File: src/assert_macros.svh
// Assertion helpers included by the top-level RTL file.
`ifndef ASSERT_MACROS_SVH
`define ASSERT_MACROS_SVH

// Property checked on every rising clock edge, masked while reset is held.
`define ASSERT_CLK(label, clk, rst_n, prop) \
	label: assert property (@(posedge clk) disable iff (!(rst_n)) (prop)) \
	else $error("assertion failed");

// Condition that must never be true on a rising clock edge outside reset.
`define ASSERT_NEVER(label, clk, rst_n, cond) \
	`ASSERT_CLK(label, clk, rst_n, !(cond))

`endif

File: src/slp_pkg.sv
// -----------------------------------------------------------------------------
// slp_pkg
// Constants, result type and frame classification for the SLIP deframer.
// -----------------------------------------------------------------------------
`default_nettype none

package slp_pkg;

	localparam int MTU          = 1280;
	localparam int IPV6_MIN_LEN = 40;
	localparam int IPV6_VERSION = 6;

	// count must hold MTU+1
	localparam int CNT_W = $clog2(MTU + 2);
	localparam int IDX_W = 11;

	localparam logic [7:0] CH_END      = 8'hC0;
	localparam logic [7:0] CH_ESC      = 8'hDB;
	localparam logic [7:0] CH_ESC_END  = 8'hDC;
	localparam logic [7:0] CH_ESC_ESC  = 8'hDD;
	localparam logic [7:0] TYPE_IPV6   = 8'h01;
	localparam logic [7:0] TYPE_STATUS = 8'h10;

	localparam logic [1:0] KIND_DATA   = 2'd0;
	localparam logic [1:0] KIND_COMMIT = 2'd1;
	localparam logic [1:0] KIND_ABORT  = 2'd2;

	localparam logic [1:0] CLS_IPV6_OK  = 2'd0;
	localparam logic [1:0] CLS_IPV6_BAD = 2'd1;
	localparam logic [1:0] CLS_STATUS   = 2'd2;
	localparam logic [1:0] CLS_UNKNOWN  = 2'd3;

	localparam logic [1:0] CAUSE_NONE     = 2'd0;
	localparam logic [1:0] CAUSE_OVERFLOW = 2'd1;
	localparam logic [1:0] CAUSE_BAD_ESC  = 2'd2;

	localparam logic [CNT_W-1:0] CNT_MAX     = CNT_W'(MTU + 1);
	localparam logic [CNT_W-1:0] CNT_IPV6_LO = CNT_W'(IPV6_MIN_LEN + 1);

	typedef struct packed {
		logic [1:0]       kind;
		logic [7:0]       data;
		logic [IDX_W-1:0] idx;
		logic [IDX_W-1:0] len;
		logic [1:0]       cls;
		logic [1:0]       cause;
	} res_t;

	// frame length includes the type byte
	function automatic logic [1:0] classify(input logic [7:0] type_b,
			input logic [7:0] ver_b, input logic [CNT_W-1:0] cnt);
		logic len_ok;
		len_ok = (cnt >= CNT_IPV6_LO) && (cnt <= CNT_MAX);
		if (type_b == TYPE_IPV6) begin
			if (len_ok && ver_b[7:4] == 4'(IPV6_VERSION))
				return CLS_IPV6_OK;
			return CLS_IPV6_BAD;
		end
		if (type_b == TYPE_STATUS)
			return CLS_STATUS;
		return CLS_UNKNOWN;
	endfunction

endpackage

`default_nettype wire

File: src/slp_decode.sv
// -----------------------------------------------------------------------------
// slp_decode
// Per-byte SLIP unescape, frame state tracking and result formation.
// -----------------------------------------------------------------------------
`default_nettype none

module slp_decode import slp_pkg::*; (
	input  wire logic       clk,
	input  wire logic       arst_n,
	input  wire logic       go,
	input  wire logic [7:0] byte_s1,
	output logic            res_v,
	output res_t            res
);

	logic             esc_q, esc_d;
	logic             poison_q, poison_d;
	logic [1:0]       cause_q, cause_d;
	logic [CNT_W-1:0] cnt_q, cnt_d;
	logic [7:0]       type_q, type_d;
	logic [7:0]       ver_q, ver_d;

	always_comb begin
		logic       ok;
		logic [7:0] dec;
		ok       = 1'b0;
		dec      = byte_s1;
		esc_d    = esc_q;
		poison_d = poison_q;
		cause_d  = cause_q;
		cnt_d    = cnt_q;
		type_d   = type_q;
		ver_d    = ver_q;
		res_v    = 1'b0;
		res      = '0;
		if (byte_s1 == CH_END) begin
			if (poison_q) begin
				res_v     = 1'b1;
				res.kind  = KIND_ABORT;
				res.cause = cause_q;
			end else if (cnt_q != '0) begin
				res_v    = 1'b1;
				res.kind = KIND_COMMIT;
				res.len  = IDX_W'(cnt_q);
				res.cls  = classify(type_q, ver_q, cnt_q);
			end
			esc_d    = 1'b0;
			poison_d = 1'b0;
			cause_d  = CAUSE_NONE;
			cnt_d    = '0;
			type_d   = '0;
			ver_d    = '0;
		end else if (!poison_q) begin
			if (esc_q) begin
				esc_d = 1'b0;
				if (byte_s1 == CH_ESC_END) begin
					dec = CH_END;
					ok  = 1'b1;
				end else if (byte_s1 == CH_ESC_ESC) begin
					dec = CH_ESC;
					ok  = 1'b1;
				end else begin
					poison_d = 1'b1;
					cause_d  = CAUSE_BAD_ESC;
				end
			end else if (byte_s1 == CH_ESC) begin
				esc_d = 1'b1;
			end else begin
				ok = 1'b1;
			end
			if (ok) begin
				if (cnt_q == CNT_MAX) begin
					// byte beyond MTU+1 is dropped and kills the frame
					poison_d = 1'b1;
					cause_d  = CAUSE_OVERFLOW;
				end else begin
					res_v    = 1'b1;
					res.kind = KIND_DATA;
					res.data = dec;
					res.idx  = IDX_W'(cnt_q);
					if (cnt_q == CNT_W'(0))
						type_d = dec;
					if (cnt_q == CNT_W'(1))
						ver_d = dec;
					cnt_d = CNT_W'(cnt_q + 1'b1);
				end
			end
		end
	end

	always_ff @(posedge clk or negedge arst_n) begin
		if (!arst_n) begin
			esc_q    <= 1'b0;
			poison_q <= 1'b0;
			cause_q  <= CAUSE_NONE;
			cnt_q    <= '0;
			type_q   <= '0;
			ver_q    <= '0;
		end else if (go) begin
			esc_q    <= esc_d;
			poison_q <= poison_d;
			cause_q  <= cause_d;
			cnt_q    <= cnt_d;
			type_q   <= type_d;
			ver_q    <= ver_d;
		end
	end

endmodule

`default_nettype wire

File: src/slp_out_reg.sv
// -----------------------------------------------------------------------------
// slp_out_reg
// Result register: holds one result until the downstream transfer completes.
// -----------------------------------------------------------------------------
`default_nettype none

module slp_out_reg import slp_pkg::*; (
	input  wire logic clk,
	input  wire logic arst_n,
	input  wire logic load,
	input  wire logic res_v,
	input  res_t      res,
	output logic      out_valid,
	output res_t      out_res
);

	logic valid_q;
	res_t res_q;

	always_ff @(posedge clk or negedge arst_n) begin
		if (!arst_n)
			valid_q <= 1'b0;
		else if (load)
			valid_q <= res_v;
	end

	always_ff @(posedge clk) begin
		if (load && res_v)
			res_q <= res;
	end

	assign out_valid = valid_q;
	assign out_res   = res_q;

endmodule

`default_nettype wire

File: src/slip_deframer_with_frame_check.sv
// SLIP deframer with frame check.
// Input channel: rx_valid / rx_stall / rx_byte, one raw serial byte per transfer.
// Result channel: res_valid / res_stall and the result fields. out_kind tells
// a decoded data byte (with data_byte, byte_index), a frame commit (with
// frame_length, frame_class) or a frame abort (with abort_cause).
// Data bytes are sent as soon as they are decoded; the receiver must buffer
// them until the commit and drop them on an abort.
// Throughput: one byte per cycle unless res_stall holds a pending result; the
// input register and the result register are the only stages, and the per-byte
// decision is a single pass between them. A result is loaded into the result
// register from its byte in the input register. Bytes that produce no result
// (ESC, END of an empty frame, bytes of a poisoned frame) still pass the decoder.
// Reset clears the frame state and both valid flags.
// When res_stall is high with a result pending, the result is held, one more
// byte waits in the input register, and rx_stall rises.
// -----------------------------------------------------------------------------
// slip_deframer_with_frame_check
// Top level: input register, decoder and result register.
// -----------------------------------------------------------------------------
`default_nettype none
`include "assert_macros.svh"

module slip_deframer_with_frame_check import slp_pkg::*; (
	input  wire logic              clk,
	input  wire logic              arst_n,
	input  wire logic              rx_valid,
	output logic                   rx_stall,
	input  wire logic [7:0]        rx_byte,
	output logic                   res_valid,
	input  wire logic              res_stall,
	output logic [1:0]             out_kind,
	output logic [7:0]             data_byte,
	output logic [IDX_W-1:0]       byte_index,
	output logic [IDX_W-1:0]       frame_length,
	output logic [1:0]             frame_class,
	output logic [1:0]             abort_cause
);

	logic       valid_s1;
	logic [7:0] byte_s1;
	logic       advance;
	logic       accept;
	logic       dec_v;
	res_t       dec_res;
	res_t       out_res;

	assign advance  = !res_valid || !res_stall;
	assign rx_stall = valid_s1 && !advance;
	assign accept   = rx_valid && !rx_stall;

	always_ff @(posedge clk or negedge arst_n) begin
		if (!arst_n)
			valid_s1 <= 1'b0;
		else if (accept)
			valid_s1 <= 1'b1;
		else if (advance)
			valid_s1 <= 1'b0;
	end

	always_ff @(posedge clk) begin
		if (accept)
			byte_s1 <= rx_byte;
	end

	slp_decode u_decode (
		.clk     (clk),
		.arst_n  (arst_n),
		.go      (valid_s1 && advance),
		.byte_s1 (byte_s1),
		.res_v   (dec_v),
		.res     (dec_res)
	);

	slp_out_reg u_out (
		.clk       (clk),
		.arst_n    (arst_n),
		.load      (advance),
		.res_v     (valid_s1 && dec_v),
		.res       (dec_res),
		.out_valid (res_valid),
		.out_res   (out_res)
	);

	assign out_kind     = out_res.kind;
	assign data_byte    = out_res.data;
	assign byte_index   = out_res.idx;
	assign frame_length = out_res.len;
	assign frame_class  = out_res.cls;
	assign abort_cause  = out_res.cause;

	`ASSERT_NEVER(a_stall_empty, clk, arst_n, rx_stall && !valid_s1)
	`ASSERT_CLK(a_idx_range, clk, arst_n,
		(res_valid && out_kind == KIND_DATA) |-> (byte_index <= IDX_W'(MTU)))
	`ASSERT_CLK(a_commit_len, clk, arst_n,
		(res_valid && out_kind == KIND_COMMIT) |-> (frame_length != '0))
	`ASSERT_NEVER(a_abort_cause, clk, arst_n,
		res_valid && out_kind == KIND_ABORT && abort_cause == CAUSE_NONE)

endmodule

`default_nettype wire
File: config.mk
export PLATFORM = sky130hd
export DESIGN_NAME = slip_deframer_with_frame_check
export DESIGN_NICKNAME = d
export VERILOG_FILES = /design/src/slp_pkg.sv /design/src/slp_decode.sv /design/src/slp_out_reg.sv /design/src/slip_deframer_with_frame_check.sv
export VERILOG_INCLUDE_DIRS = /design/src /design/src/src
export SDC_FILE = /design/constraint.sdc
export NUM_CORES = 1
export LEC_CHECK = 0
export ABC_AREA = 1
export BUFFER_PORTS_ARGS = -buffer_cell sky130_fd_sc_hd__clkbuf_2
export CAP_MARGIN = 20
export CORE_MARGIN = 2
export CORE_UTILIZATION = 45
export DETAILED_ROUTE_END_ITERATION = 8
export PLACE_DENSITY_LB_ADDON = 0.12
export SETUP_SLACK_MARGIN = 0.1
export SKIP_CTS_REPAIR_TIMING = 1
export SYNTH_ARGS = -nofsm -noshare
export SYNTH_HDL_FRONTEND = slang
export SYNTH_SLANG_ARGS = --single-unit
File: constraint.sdc
create_clock -name clk -period 7.05 [get_ports clk]
set_clock_uncertainty 0.1 [all_clocks]
set_input_delay 1.0575 -clock clk [delete_from_list [all_inputs] [get_ports clk]]
set_output_delay 1.0575 -clock clk [all_outputs]
set_load 0.05 [all_outputs]
==> results.yml <==
global_route:
  antenna_found_initial: 0
  grtUsageTotal_pct: 17.83
  grt_max_degree: 38
  grt_pass1_wl_um: 11520
  grt_overflow: 0
  first_global_vias: 2266
floorplan:
  floorplan.core_area_um2: 7687
  die_area_um2: 8626
  io_pins: 50
  die_w_um: 92.88
  initial_utilization_pct: 46.24
  num_rows: 32
  die-height_um: 92.88
routing:
  drt-pass1-iter-count: 4
  drt-met1-wl_um: 3580
  routedWlPerCell_um: 13.69
  postRouteAntennaNets: 0
  top_layer: "met4"
  wl_met3_um: 392
  routed_wirelength_um: 7011
  wl_met2_um: 2962
  num_vias: 2438
  drtIter0Drc: 143
  remaining_drc_errors: 0
  vias_per_cell: 4.762
setup_path:
  critPathCapture: "rx_stall"
  startpoint: "res_stall"
  rrSetupSlack_ps: 4800
  required_ps: 5890
  crit_path_max_fanout: 3
  end_kind: "output port"
  r2r_end: "u_out.out_res[0]$_SDFFCE_PN0P_"
  crit_type: "input port to output port"
  cp-start-kind: "input port"
  reg2reg_depth: 10
  r2r_start: "byte_s1[5]$_DFFE_PP_"
  arrival_ps: 1660
clock_tree:
  root_buffer: "clkbuf_8"
  htreeDepth: 3
  cts_tree: "yes"
  clock_latency_ps: 350
  clkSlewWorstSetupHoldPaths_ps: 80
  numCtsBuffers: 9
  clock_path_buffers: 2
  cts.sink_count: 73
yosys:
  yosysTopAreaCell: "edfxtp_1"
  synth_area_leaders: "edfxtp_1, dfrtp_1, nand2_1"
  synth_nets: 363
  syn_area_um2: 3555
  ys_seq_area_share_pct: 57.59
  synth.distinct_cells: 36
  ys_ff_latch: 73
  synth_edf_count: 44
  synth.top_cell.area_share_pct: 37.17
  synthArstFlopShare_pct: 39.73
  synth_area_per_cell_um2: 10.21
  synth_flop_cell: "edfxtp_1"
  yosysWarningCount: 0
  syn_inst: 348
finish:
  area_delta_synth_final_pct: 15.31
  fin_nets: 420
  drive_gt1_share_pct: 30.49
  fin_cells: 512
  finalInstanceArea_um2: 4099
  n_antenna_cell: 0
timing:
  finalSetupViolCount: 0
  hold_violations: 0
  fin_setup_tns_ps: 0
  worst_slew_pin_slew_ps: 797.9
  post-route-period-util_pct: 39.96
  hold_slack_ps: 376.5
  fmax_mhz: 355.0
  drv_slew: 0
  rsz0062_at_grt: "no"
  period_needed_ps: 2817
  slew-limit-headroom_pct: 46.81
power:
  finalPower_mw: 1.124
  vdd_drop_max_uv: 107.5
  pwr_density_cell_nw_per_um2: 274.3
  power.leakage_nw: 1.881
worst_hold_path:
  whs_path_depth: 2
  worstHoldPathType: "flop to flop"
place:
  port_buffers: 49
  dp_hpwl_um: 5164
  place_inst: 495
  gp_congestion: 0.8274
  placed_area_um2: 3885
job:
  drv_cap: 0
run_status:
  status: "finished, final reports clean"
==> critical path, stage by stage <==
cell      delay [ps]
clkbuf_2          80
nand2_1           90
nor2_1           140
clkbuf_2         290
==> cell type report <==
type                    count  area [µm²]
flip-flops and latches     73        2047
inverters                  51       196.4
clock inverters             7       70.07
multi-input cells         220        1269
clock buffers               9       123.9
repair buffers             50       265.3
well taps                 102       127.6
fillers                   741        3588
==> state kept, by name (all words and copies together), names as in the netlist, 2 cells and up <==
name and count:
u_decode.ver_q 4, u_out.out_res 36, u_decode.cause_q 2, u_decode.type_q 8, u_decode.cnt_q 11, byte_s1 8
==> cells by family (layout without fill, tap and decap cells) <==
family,count (synthesis),count (layout),share of synthesized area [%]
compound gates,25,25,4.470
xor+xnor,9,9,2.218
fa+ha+maj,3,3,1.056
buf+inv,55,117,6.934
flops,73,73,57.59
simple gates,183,183,27.74
==> power by group <==
part           internal [mW]  switching [mW]
clock network          0.163           0.157
registers              0.498          0.0510
logic                 0.0752           0.180
==> stage by stage <==
step / util (%) / setup WS [ps]
after global routing: 53.32 / 4142
after detailed placement: 50.54 / 3853
final: 53.32 / 4233
after CTS: 53.06 / 4199
after global placement: 50.54 / 3933
after floorplan: - / 4020
==> metal layers <==
metal / vias up / global-route usage [%]
met2: 63 / 23.85
met3: 7 / 4.394
met4: 0 / 6.250
li1: 1251 / -
met1: 1117 / 27.83
met5: - / 0
==> synthesized netlist by cell type (5+ instances only) <==
cell      number
xor2_1         9
nand2_2        5
inv_2         12
nor2_2        18
edfxtp_1      44
nand2_1       62
inv_1         37
o21ai_2        7
nand3_1       33
nor2_1        37
o21ai_0        7
dfrtp_1       29
==> worst min path at each step <==
stage	end	slack (ps)	start
2_1_floorplan	u_decode.ver_q[6]$_DFFE_PN0P_	330	u_decode.ver_q[6]$_DFFE_PN0P_
3_3_place_gp	u_decode.ver_q[6]$_DFFE_PN0P_	350	u_decode.ver_q[6]$_DFFE_PN0P_
3_5_place_dp	u_decode.ver_q[6]$_DFFE_PN0P_	360	u_decode.ver_q[6]$_DFFE_PN0P_
4_1_cts	u_decode.ver_q[6]$_DFFE_PN0P_	380	u_decode.ver_q[6]$_DFFE_PN0P_
5_1_grt	u_decode.ver_q[6]$_DFFE_PN0P_	410	u_decode.ver_q[6]$_DFFE_PN0P_
6_report	u_decode.ver_q[6]$_DFFE_PN0P_	380	u_decode.ver_q[6]$_DFFE_PN0P_
==> cells in the final DEF (no fill, tap or decap) <==
master / count
nand4_4: 1
nor3_4: 2
nor3b_1: 1
and3_1: 1
nand3_4: 4
nand4_1: 4
o21ai_1: 4
inv_6: 2
clkinv_1: 2
nand2_8: 1
xor2_1: 9
nor2_1: 37
o21bai_1: 1
nor2_4: 2
o211ai_1: 2
o21ai_2: 6
buf_12: 1
inv_2: 12
nand2_4: 2
o21ai_4: 1
edfxtp_1: 44
clkinvlp_4: 3
o21ai_0: 7
nand2_1: 62
inv_1: 37
nor2_2: 18
bufinv_16: 1
clkinv_2: 1
nand2_2: 5
nand3_1: 33
clkbuf_2: 49
clkbuf_8: 9
nor3_1: 4
a21oi_1: 4
nand3b_2: 1
nor4_1: 1
nand3_2: 4
ha_1: 3
dfrtp_1: 29
Power figures use the tool's default switching activity.
